## src/design/i2ctsp_pkg.sv

```systemverilog
`default_nettype none

package i2ctsp_pkg;

  // Configuration register indexes
  localparam int unsigned CfgIdxW = 2;
  localparam int unsigned CfgDataW = 16;
  localparam logic [CfgIdxW-1:0] CFG_POLL_INTERVAL = 2'd0;
  localparam logic [CfgIdxW-1:0] CFG_XFER_TIMEOUT  = 2'd1;
  localparam logic [CfgIdxW-1:0] CFG_READY_DELAY   = 2'd2;
  localparam logic [CfgIdxW-1:0] CFG_DEVICE_ADDR   = 2'd3;

  // Reset values of the configuration registers
  localparam logic [15:0] POLL_INTERVAL_RST = 16'd250;
  localparam logic [15:0] XFER_TIMEOUT_RST  = 16'd100;
  localparam logic [15:0] READY_DELAY_RST   = 16'd10;
  localparam logic [6:0]  DEVICE_ADDR_RST   = 7'd72;

  // Event codes
  localparam logic [1:0] FUNC_TICK    = 2'd0;
  localparam logic [1:0] FUNC_SUCCESS = 2'd1;
  localparam logic [1:0] FUNC_FAILURE = 2'd2;

  // Bus command codes
  localparam logic [1:0] CMD_NONE  = 2'd0;
  localparam logic [1:0] CMD_WRITE = 2'd1;
  localparam logic [1:0] CMD_READ  = 2'd2;

  // Error codes
  localparam logic [2:0] ERR_NONE       = 3'd0;
  localparam logic [2:0] ERR_WR_TIMEOUT = 3'd1;
  localparam logic [2:0] ERR_WR_FAILED  = 3'd2;
  localparam logic [2:0] ERR_RD_TIMEOUT = 3'd3;
  localparam logic [2:0] ERR_RD_FAILED  = 3'd4;

  // Sequencer phases
  localparam logic [2:0] PH_IDLE     = 3'd0;
  localparam logic [2:0] PH_ISSUE_WR = 3'd1;
  localparam logic [2:0] PH_WAIT_WR  = 3'd2;
  localparam logic [2:0] PH_WAIT_RDY = 3'd3;
  localparam logic [2:0] PH_ISSUE_RD = 3'd4;
  localparam logic [2:0] PH_WAIT_RD  = 3'd5;

  // Transfer status
  localparam logic [1:0] XS_WAITING = 2'd0;
  localparam logic [1:0] XS_SUCCESS = 2'd1;
  localparam logic [1:0] XS_FAILED  = 2'd2;

  typedef struct packed {
    logic [1:0] func;
    logic [7:0] rx_high;
    logic [7:0] rx_low;
  } in_item_t;

  typedef struct packed {
    logic [1:0]         bus_cmd;
    logic [6:0]         bus_addr;
    logic signed [11:0] reading;
    logic               new_reading;
    logic [2:0]         error_code;
    logic [2:0]         phase;
  } out_item_t;

  typedef struct packed {
    logic [15:0] poll_interval_ms;
    logic [15:0] transfer_timeout_ms;
    logic [15:0] ready_delay_ms;
    logic [6:0]  device_addr;
  } cfg_t;

endpackage

`default_nettype wire

```

## src/design/i2ctsp_core.sv

```systemverilog
`default_nettype none

module i2ctsp_core import i2ctsp_pkg::*; (
  input  wire logic      clk_i,
  input  wire logic      rst_ni,
  input  wire logic      en_i,
  input  wire in_item_t  item_i,
  input  wire cfg_t      cfg_i,
  output out_item_t      res_o
);

  logic [2:0]         phase_q, phase_d;
  logic [31:0]        now_q, now_d;
  logic [31:0]        poll_start_q, poll_start_d;
  logic [31:0]        op_start_q, op_start_d;
  logic [1:0]         status_q, status_d;
  logic signed [11:0] reading_q, reading_d;

  logic [1:0]  status_ev;
  logic [2:0]  ph;
  logic [31:0] elapsed;
  logic [15:0] limit;
  logic        over;
  logic [15:0] word;
  logic [15:0] word_adj;
  logic [1:0]  cmd;
  logic [2:0]  err;
  logic        fresh;

  // Apply the event: tick advances time, bus events latch the status
  assign now_d = (item_i.func == FUNC_TICK) ? now_q + 32'd1 : now_q;

  always_comb begin
    case (item_i.func)
      FUNC_SUCCESS: status_ev = XS_SUCCESS;
      FUNC_FAILURE: status_ev = XS_FAILED;
      default:      status_ev = status_q;
    endcase
  end

  // Only idle and the three wait phases are ever stored
  assign ph = (phase_q == PH_WAIT_WR || phase_q == PH_WAIT_RDY || phase_q == PH_WAIT_RD)
              ? phase_q : PH_IDLE;

  // One shared elapsed-time compare, start and limit picked by phase
  always_comb begin
    case (ph)
      PH_WAIT_WR,
      PH_WAIT_RD:  limit = cfg_i.transfer_timeout_ms;
      PH_WAIT_RDY: limit = cfg_i.ready_delay_ms;
      default:     limit = cfg_i.poll_interval_ms;
    endcase
  end

  assign elapsed = now_d - ((ph == PH_IDLE) ? poll_start_q : op_start_q);
  assign over    = elapsed > {16'd0, limit};

  // Signed word / 16, truncating toward zero
  assign word     = {item_i.rx_high, item_i.rx_low};
  assign word_adj = word + {12'd0, {4{word[15]}}};

  // Sequencer pass
  always_comb begin
    phase_d      = ph;
    poll_start_d = poll_start_q;
    op_start_d   = op_start_q;
    status_d     = status_ev;
    reading_d    = reading_q;
    cmd          = CMD_NONE;
    err          = ERR_NONE;
    fresh        = 1'b0;
    case (ph)
      PH_IDLE: begin
        if (over) begin
          poll_start_d = now_d;
          op_start_d   = now_d;
          status_d     = XS_WAITING;
          cmd          = CMD_WRITE;
          phase_d      = PH_WAIT_WR;
        end
      end
      PH_WAIT_WR: begin
        if (status_ev == XS_SUCCESS) begin
          op_start_d = now_d;
          phase_d    = PH_WAIT_RDY;
        end else if (status_ev == XS_FAILED) begin
          err     = ERR_WR_FAILED;
          phase_d = PH_IDLE;
        end else if (over) begin
          err     = ERR_WR_TIMEOUT;
          phase_d = PH_IDLE;
        end
      end
      PH_WAIT_RDY: begin
        if (over) begin
          op_start_d = now_d;
          status_d   = XS_WAITING;
          cmd        = CMD_READ;
          phase_d    = PH_WAIT_RD;
        end
      end
      PH_WAIT_RD: begin
        if (status_ev == XS_SUCCESS) begin
          reading_d = word_adj[15:4];
          fresh     = 1'b1;
          phase_d   = PH_IDLE;
        end else if (status_ev == XS_FAILED) begin
          err     = ERR_RD_FAILED;
          phase_d = PH_IDLE;
        end else if (over) begin
          err     = ERR_RD_TIMEOUT;
          phase_d = PH_IDLE;
        end
      end
      default: begin
      end
    endcase
  end

  // Sequencer state
  always_ff @(posedge clk_i or negedge rst_ni) begin
    if (!rst_ni) begin
      phase_q      <= PH_IDLE;
      now_q        <= '0;
      poll_start_q <= '0;
      op_start_q   <= '0;
      status_q     <= XS_WAITING;
      reading_q    <= '0;
    end else if (en_i) begin
      phase_q      <= phase_d;
      now_q        <= now_d;
      poll_start_q <= poll_start_d;
      op_start_q   <= op_start_d;
      status_q     <= status_d;
      reading_q    <= reading_d;
    end
  end

  // Result of this transaction
  always_comb begin
    res_o.bus_cmd     = cmd;
    res_o.bus_addr    = (cmd != CMD_NONE) ? cfg_i.device_addr : 7'd0;
    res_o.reading     = reading_d;
    res_o.new_reading = fresh;
    res_o.error_code  = err;
    res_o.phase       = phase_d;
  end

endmodule

`default_nettype wire

```

## src/design/i2c_temp_sensor_poller_top.sv

```systemverilog
// Temperature sensor poll sequencer.
// Input channel (in_valid_i / in_stall_o / in_data_i): one event per transaction,
// a 1 ms tick, a bus transfer success with the two received bytes, or a failure.
// Output channel (out_valid_o / out_stall_i / out_data_o): exactly one result per
// input transaction, in order: bus command and address, latest reading, fresh flag,
// error code and the sequencer phase after the event.
// Config port (cfg_we_i / cfg_idx_i / cfg_data_i): single-cycle register writes,
// to be done only while no transaction is in flight.
// An accepted event is captured in the input register, and its result is then
// registered into the output register once that is free or being drained, from
// where the receiver takes it.
// Throughput: one event per cycle while no result is stalled; the sequencer update is
// one pass of compare and select logic between the input and output registers.
// A stalled result holds in the output register; the input register keeps taking
// one more event and then stall propagates to the input side in the same cycle.
// Reset: interval 250 ms, timeout 100 ms, ready delay 10 ms, address 72, phase
// idle, time and reading zero, both channels empty.
`default_nettype none

module i2c_temp_sensor_poller_top import i2ctsp_pkg::*; (
  input  wire logic                clk_i,
  input  wire logic                rst_ni,
  // input channel
  input  wire logic                in_valid_i,
  output logic                     in_stall_o,
  input  wire in_item_t            in_data_i,
  // output channel
  output logic                     out_valid_o,
  input  wire logic                out_stall_i,
  output out_item_t                out_data_o,
  // configuration
  input  wire logic                cfg_we_i,
  input  wire logic [CfgIdxW-1:0]  cfg_idx_i,
  input  wire logic [CfgDataW-1:0] cfg_data_i
);

  cfg_t      cfg_q;
  logic      s1_valid_q;
  in_item_t  s1_item_q;
  logic      out_valid_q;
  out_item_t out_q;
  out_item_t res;
  logic      advance;
  logic      in_take;

  // Stage 1 moves on when the output register is free or being drained
  assign advance    = s1_valid_q && (!out_valid_q || !out_stall_i);
  assign in_stall_o = s1_valid_q && !advance;
  assign in_take    = in_valid_i && !in_stall_o;

  // Configuration registers
  always_ff @(posedge clk_i or negedge rst_ni) begin
    if (!rst_ni) begin
      cfg_q.poll_interval_ms    <= POLL_INTERVAL_RST;
      cfg_q.transfer_timeout_ms <= XFER_TIMEOUT_RST;
      cfg_q.ready_delay_ms      <= READY_DELAY_RST;
      cfg_q.device_addr         <= DEVICE_ADDR_RST;
    end else if (cfg_we_i) begin
      case (cfg_idx_i)
        CFG_POLL_INTERVAL: cfg_q.poll_interval_ms    <= cfg_data_i;
        CFG_XFER_TIMEOUT:  cfg_q.transfer_timeout_ms <= cfg_data_i;
        CFG_READY_DELAY:   cfg_q.ready_delay_ms      <= cfg_data_i;
        CFG_DEVICE_ADDR:   cfg_q.device_addr         <= cfg_data_i[6:0];
        default: begin
        end
      endcase
    end
  end

  // Valid flags
  always_ff @(posedge clk_i or negedge rst_ni) begin
    if (!rst_ni) begin
      s1_valid_q  <= 1'b0;
      out_valid_q <= 1'b0;
    end else begin
      if (in_take) begin
        s1_valid_q <= 1'b1;
      end else if (advance) begin
        s1_valid_q <= 1'b0;
      end
      if (advance) begin
        out_valid_q <= 1'b1;
      end else if (!out_stall_i) begin
        out_valid_q <= 1'b0;
      end
    end
  end

  // Payload registers
  always_ff @(posedge clk_i) begin
    if (in_take) begin
      s1_item_q <= in_data_i;
    end
    if (advance) begin
      out_q <= res;
    end
  end

  i2ctsp_core u_core (
    .clk_i  (clk_i),
    .rst_ni (rst_ni),
    .en_i   (advance),
    .item_i (s1_item_q),
    .cfg_i  (cfg_q),
    .res_o  (res)
  );

  assign out_valid_o = out_valid_q;
  assign out_data_o  = out_q;

endmodule

`default_nettype wire

```

## config.mk

```make
export PLATFORM = sky130hd
export DESIGN_NAME = i2c_temp_sensor_poller_top
export DESIGN_NICKNAME = d
export VERILOG_FILES = /design/src/design/i2ctsp_pkg.sv /design/src/design/i2ctsp_core.sv /design/src/design/i2c_temp_sensor_poller_top.sv
export SDC_FILE = /design/constraint.sdc
export NUM_CORES = 1
export LEC_CHECK = 0
export ABC_CLOCK_PERIOD_IN_PS = 9800
export BUFFER_PORTS_ARGS = -buffer_cell sky130_fd_sc_hd__buf_2
export CORE_MARGIN = 2
export CORE_UTILIZATION = 62
export CTS_CLUSTER_DIAMETER = 60
export DETAILED_ROUTE_END_ITERATION = 7
export GPL_TIMING_DRIVEN = 0
export PLACE_DENSITY = 0.81
export SYNTH_ARGS = -nofsm -noshare
export SYNTH_HDL_FRONTEND = slang
export SYNTH_SLANG_ARGS = --single-unit
```

## constraint.sdc

```tcl
create_clock -name clk_i -period 9.8 [get_ports clk_i]
set_input_delay 0.49 -clock clk_i [delete_from_list [all_inputs] [get_ports clk_i]]
set_output_delay 0.49 -clock clk_i [all_outputs]
set_load 0.05 [all_outputs]
```

* Yosys cells after proc, flatten, opt, wreduce, memory -nomap -nowiden
Index checks and enable logic that the tools add are counted.
Storage, ports and cells: bits in registers 216, latch bits 0, RAM bits 0, memory bits (read-only) 0, input port bits 41, output and inout bits 30, logic and storage cells 99, memories kept 0
Operators by class: add/subtract/negate cells 3, multiply operators 0, div/mod/pow operators 0, $lt $le $gt $ge 1, eq/ne operators 16, shift-type cells 0, mux-type cells 34, bitwise operators 0, reduce and logical (&&, ||, !) cells 24
Operator list (count):
- $mux W32 | 4
- $pmux W32 S2 | 1
- $mux W3 | 11
- $add A32 B1 Y32 const B | 1
- $gt A32 B16 Y1 | 1
- $pmux W16 S2 | 1
- $sub A32 B32 Y32 | 1
- $mux W12 | 2
- $add A16 B4 Y16 | 1
- $eq A3 B2 Y1 const B | 4
- $pmux W3 S4 | 1
- $eq A2 B2 Y1 const B | 4
- $mux W2 | 4
- $pmux W2 S2 | 2
- $reduce_and A2 Y1 | 4
- $mux W1 | 7
- $eq A2 B1 Y1 const B | 3
- $eq A3 B3 Y1 const B | 2
- $ne A2 B1 Y1 const B | 3
- $pmux W3 S2 | 1
- $reduce_bool A2 Y1 | 3
- $logic_not A1 Y1 | 4
- $logic_not A2 Y1 | 2
- $reduce_and A4 Y1 | 1
- other kinds (5) | 10

* Logic depth before layout (Yosys ltp)
depth after elaboration 12, mapped depth 30, depth with buffers taken out 27

* Modules after synthesis
A second synthesis with hierarchy kept.
Unflattened totals: cell total of the unflattened synthesis 1155, area, all modules 12533.3 µm²
Modules (own cells, without submodules):
- i2ctsp_core | instances 1, cells an instance 984, area each 8977.4 µm², seq. area each 2827.7 µm²
- i2c_temp_sensor_poller_top | instances 1, cells an instance 171, area each 3555.9 µm², seq. area each 2824.0 µm²

* Worst setup path before layout
Ideal clock, no wire load.
path kind register -> register, start register u_core.phase_q[2], end register u_core.op_start_q[10], library setup time 125 ps, arrival time 6782 ps, setup slack 2893 ps, stages on the path, launching flop included 26, path buffers 2, path through dfrtp_1 -> clkbuf_1 -> inv_1 -> nor2_1 -> nand2_1 -> nand2_1 -> mux2_2 -> ha_1 -> fa_1 -> nand2b_1 -> a21o_1 -> a2111oi_0 -> nor2_1 -> xnor2_1 -> ha_1 -> nand4_1 -> or4_1 -> or2_2 -> a32oi_1 -> o311ai_0 -> or4_1 -> a2111o_1 -> nor2_1 -> a221o_1 -> buf_6 -> mux2_4
Between the ends: longest elaborated chain between the ends 10, elaborated cells on any way between the ends 21, those cells by class add/sub: 1; order compare: 1; eq/ne: 8; mux: 4; reduce/logical: 7
Ends and longest elaborated chain:
- start: declaration | line i2ctsp_core.sv:12 | logic [2:0] phase_q, phase_d;
- start signal: assignment | line i2ctsp_core.sv:130 | phase_q <= phase_d;
- $eq A3 B2 Y1 | line i2ctsp_core.sv:42 | assign ph = (phase_q == PH_WAIT_WR || phase_q == PH_WAIT_RDY || phase_q == PH_WAIT_RD)
- $logic_or A1 B1 Y1 (2 in series) | line i2ctsp_core.sv:42
- $mux W3 * | line i2ctsp_core.sv:43 | ? phase_q : PH_IDLE;
- $logic_not A3 Y1, or another cell as far along | line i2ctsp_core.sv:55, i2ctsp_core.sv:72
- $mux W32 or $reduce_or A2 Y1 (tied branches) | line i2ctsp_core.sv:55, i2ctsp_core.sv:47
- $sub A32 B32 Y32 or $pmux W16 S2 (tied branches) | line i2ctsp_core.sv:55, i2ctsp_core.sv:47
- $gt A32 B16 Y1 | line i2ctsp_core.sv:56 | assign over = elapsed > {16'd0, limit};
- $ne A2 B1 Y1 (no line)
- $reduce_and A4 Y1 (no line)
- end signal: assignment | line i2ctsp_core.sv:133 | op_start_q <= op_start_d;
- end: declaration | line i2ctsp_core.sv:15 | logic [31:0] op_start_q, op_start_d;
Every way passes the cells marked *; elsewhere a longest branch is shown, timed or not. A chain may end at the register's enable or synchronous reset.

* Final worst setup path
start register u_core.phase_q[2], end register u_core.op_start_q[26]
Same word-level chain as after synthesis.

==> qor.txt <==
P_leak: 0.00654 uW
Reg2Reg Capture Point: u_core.op_start_q[26]
# IOs: 71
Post-layout util: 0.720
Crit path capture: u_core.op_start_q[26]
Die ar.: 0.0213 mm2
DR WL/cell: 18.8 um
TritonRoute pass-1 iters: 5
Fin. max-slew vios: 0
Max FO, Critical Path: 10
R2r startpoint: u_core.phase_q[2]
DRC Markers: 0
Hold Vio Cnt, Final: 0
CTS sink cnt: 216
Cells after DPL: 1494
Root Buffer: clkbuf_16
Width of the die: 146 um
Gr usage total: 0.272
Clock Skews: 25.6 ps
Yosys cell types: 72
Clock transition at path regs: 70 ps
Routed WL: 29.0 mm
Detail Placement HPWL: 20.5 mm
Top FF cell, synth: dfrtp_1
RSZ-0062 raised after global routing: no
Crit. Startpoint: u_core.phase_q[2]
Final ANT Viol Nets: 0
Clock buffer depth: 3
CTS tree: yes
R2r worst-path depth: 25
Crit start category: register
Most common cell after layout, fill and taps aside: dfrtp_1
#FFs+latches synth: 216
GRT overflow: 0
Most frequent cells in the layout: 157 x dfrtp_1, 111 x nand2_1, 90 x nor2_1, 72 x buf_2, 68 x o21ai_0
Max Cap Viol: 0
Least-Margin Pin Slew: 1270 ps
Routability cong.: 0.904
Setup violators final: 0
Setup TNS: 0 ps
FFs w/ async S/R, synth: 0.787
Syn_nets: 1253
Area of the core: 0.0197 mm2
Avg Cell Area, Syn: 10.8 um2
Synth-to-layout area growth: 13.0%
Number of antenna violations at the first check in global routing: 0
Yosys warnings: 0
Num CTS Buffers: 24
# Post-CTS Setup Buffers: 0
Setup Crit Path Kind: reg2reg
Tcrit/Tclk final: 0.876
Vias per cell: 6.15
EDFF count, synth: 46
P per Cell Area: 287 mW/mm2
Layout cells sized above 1: 0.222
Worst setup EP type: register
Die height: 146 um
Required @ worst endpoint: 10200 ps
Max Clk Rate: 0.116 GHz
Worst reg-to-reg setup slack: 1210 ps
PortBufs: 70
Post-synthesis sequential area ratio: 0.452
Htree depth: 1
Slew margin rel.: 0.154
First DRT Iteration DRCs: 656
Vias in the first global route: 9541
Largest net degree at the start of global routing: 90
Core Rows: 51
Syn Inst Count: 1157
Initial core utilization: 0.637
Post-layout min period: 8590 ps
Nets: 1352
HP Start: in_data_i[17]
Arr. time, crit path: 8990 ps
Status: complete, no violations
Worst-Skew Late Latency: 550 ps
First-pass GRT wire length: 47.7 mm
VDD IR max: 201 uV
Vias post-DR: 9463
Syn Std Cell Area: 0.0125 mm2
Inserted Diodes: 0
Post-route insts no fill: 1539
HP Class: in2reg
-- per-stage QoR --
step                setup WS, ps  hold WS [ps]  total power [uW]  instance area, um2
finish                      1210           122              4050               14100
global route                 656           104              4310               14100
CTS                         1090           105              4040               14100
detailed placement          1300           473              3040               13300
global placement            1410           457              2990               13200
floorplan                   2890           194              2590               12500
-- critical path, stage by stage, from the launching register on --
cell,delay [ps]
dfrtp_1,320
clkbuf_1,380
inv_1,180
nor2_1,300
nand2_1,220
nand2_1,400
buf_1,630
mux2i_1,200
ha_1,320
clkbuf_1,280
nand2_1,160
a2111oi_1,850
nor2_1,160
xnor2_1,180
ha_1,280
nand4_1,140
or4_1,580
or2_2,330
a32oi_1,170
o311ai_0,140
or4_1,490
a2111o_1,490
nor2_1,210
a221o_1,430
buf_6,250
mux2_4,320
-- cell type report --
| type | instances | area [um2] |
|---|---|---|
| plain buffers | 55 | 268 |
| clock buffers | 31 | 699 |
| clock inverters | 13 | 174 |
| fillers | 1422 | 5510 |
| inverters | 17 | 63.8 |
| multi-input cells | 869 | 6540 |
| flip-flops and latches | 216 | 5650 |
| well taps | 265 | 332 |
| repair buffers | 73 | 418 |
-- cell families (layout without fill, tap and decap cells) --
logic type      Yosys count  count (layout)  share of synthesized area
buf+inv                  72             189                     0.0264
compound gates          223             223                      0.112
xor+xnor                 97              97                     0.0700
fa+ha+maj                55              55                     0.0556
mux                     158             158                      0.157
simple gates            336             336                      0.127
flops                   216             216                      0.452
-- where the power goes --
group	internal, uW	switching [uW]	total, uW
clock	588	383	970
combinational	801	1140	1940
sequential	1070	73.6	1140
-- repair_timing --
action,in CTS,in global routing
endpoints found under the hold margin,73,0
hold buffers,1,0
gates resized for setup,0,0
-- sequential cells by signal (all words and copies together) (netlist names) --
name and flops:
s1_valid_q 1, s1_item_q 18, u_core.phase_q 3, out_data_o 28, u_core.now_q 32, out_valid_o 1, cfg_q 55, u_core.poll_start_q 32
u_core.reading_q 12, u_core.status_q 2, u_core.op_start_q 32
-- cell usage after synthesis (3+ instances only) --
cell       instances  area (um2)
a211oi_1           5        37.5
a21o_1            16         120
a21oi_1           60         300
a311oi_1           3        26.3
a31o_2             3        26.3
a31oi_1            3        18.8
a41oi_1            3        26.3
and2_1            14        87.6
and3_1            11        68.8
and4_1             3        26.3
buf_1              9        33.8
buf_2              3        15.0
buf_6              7        78.8
clkbuf_1          35         131
dfrtp_1          157        3930
dfstp_2           13         342
edfxtp_1          46        1380
ha_1              54         676
inv_1             16        60.1
mux2_2            67         754
mux2_4            60         901
mux2i_1           31         310
nand2_1          111         417
nand2b_1           5        31.3
nand3_1           35         175
nand4_1           16         100
nor2_1            90         338
nor2b_1            4        25.0
nor3_1            17        85.1
nor3b_1            3        22.5
o2111ai_1          3        26.3
o211ai_1           5        37.5
o21a_1             4        30.0
o21ai_0           68         340
o21bai_1           4        30.0
o221ai_1          15         131
o22ai_1            5        31.3
o31ai_1            3        22.5
o41ai_1            3        26.3
or2_2              5        31.3
or3_1              7        43.8
or4_1              4        30.0
xnor2_1           58         508
xor2_1            37         324
-- how the worst min path moves through the flow --
stage / end / slack (ps) / cells past startpoint
2_1_floorplan: cfg_q[0] / 190 / 0
3_3_place_gp: u_core.reading_q[0] / 460 / 2
3_5_place_dp: u_core.reading_q[0] / 470 / 2
4_1_cts: s1_item_q[16] / 100 / 1
5_1_grt: s1_item_q[6] / 100 / 1
6_report: s1_item_q[17] / 120 / 1
-- metal layers --
layer | vias up | GRT usage | part of all wire
met5 | - | 0 | 0
met1 | 4667 | 0.356 | 0.42
met2 | 317 | 0.465 | 0.49
met4 | 0 | 0.103 | 0.039
li1 | 4396 | - | -
met3 | 83 | 0.0378 | 0.048
Power figures use the tool's default switching activity.
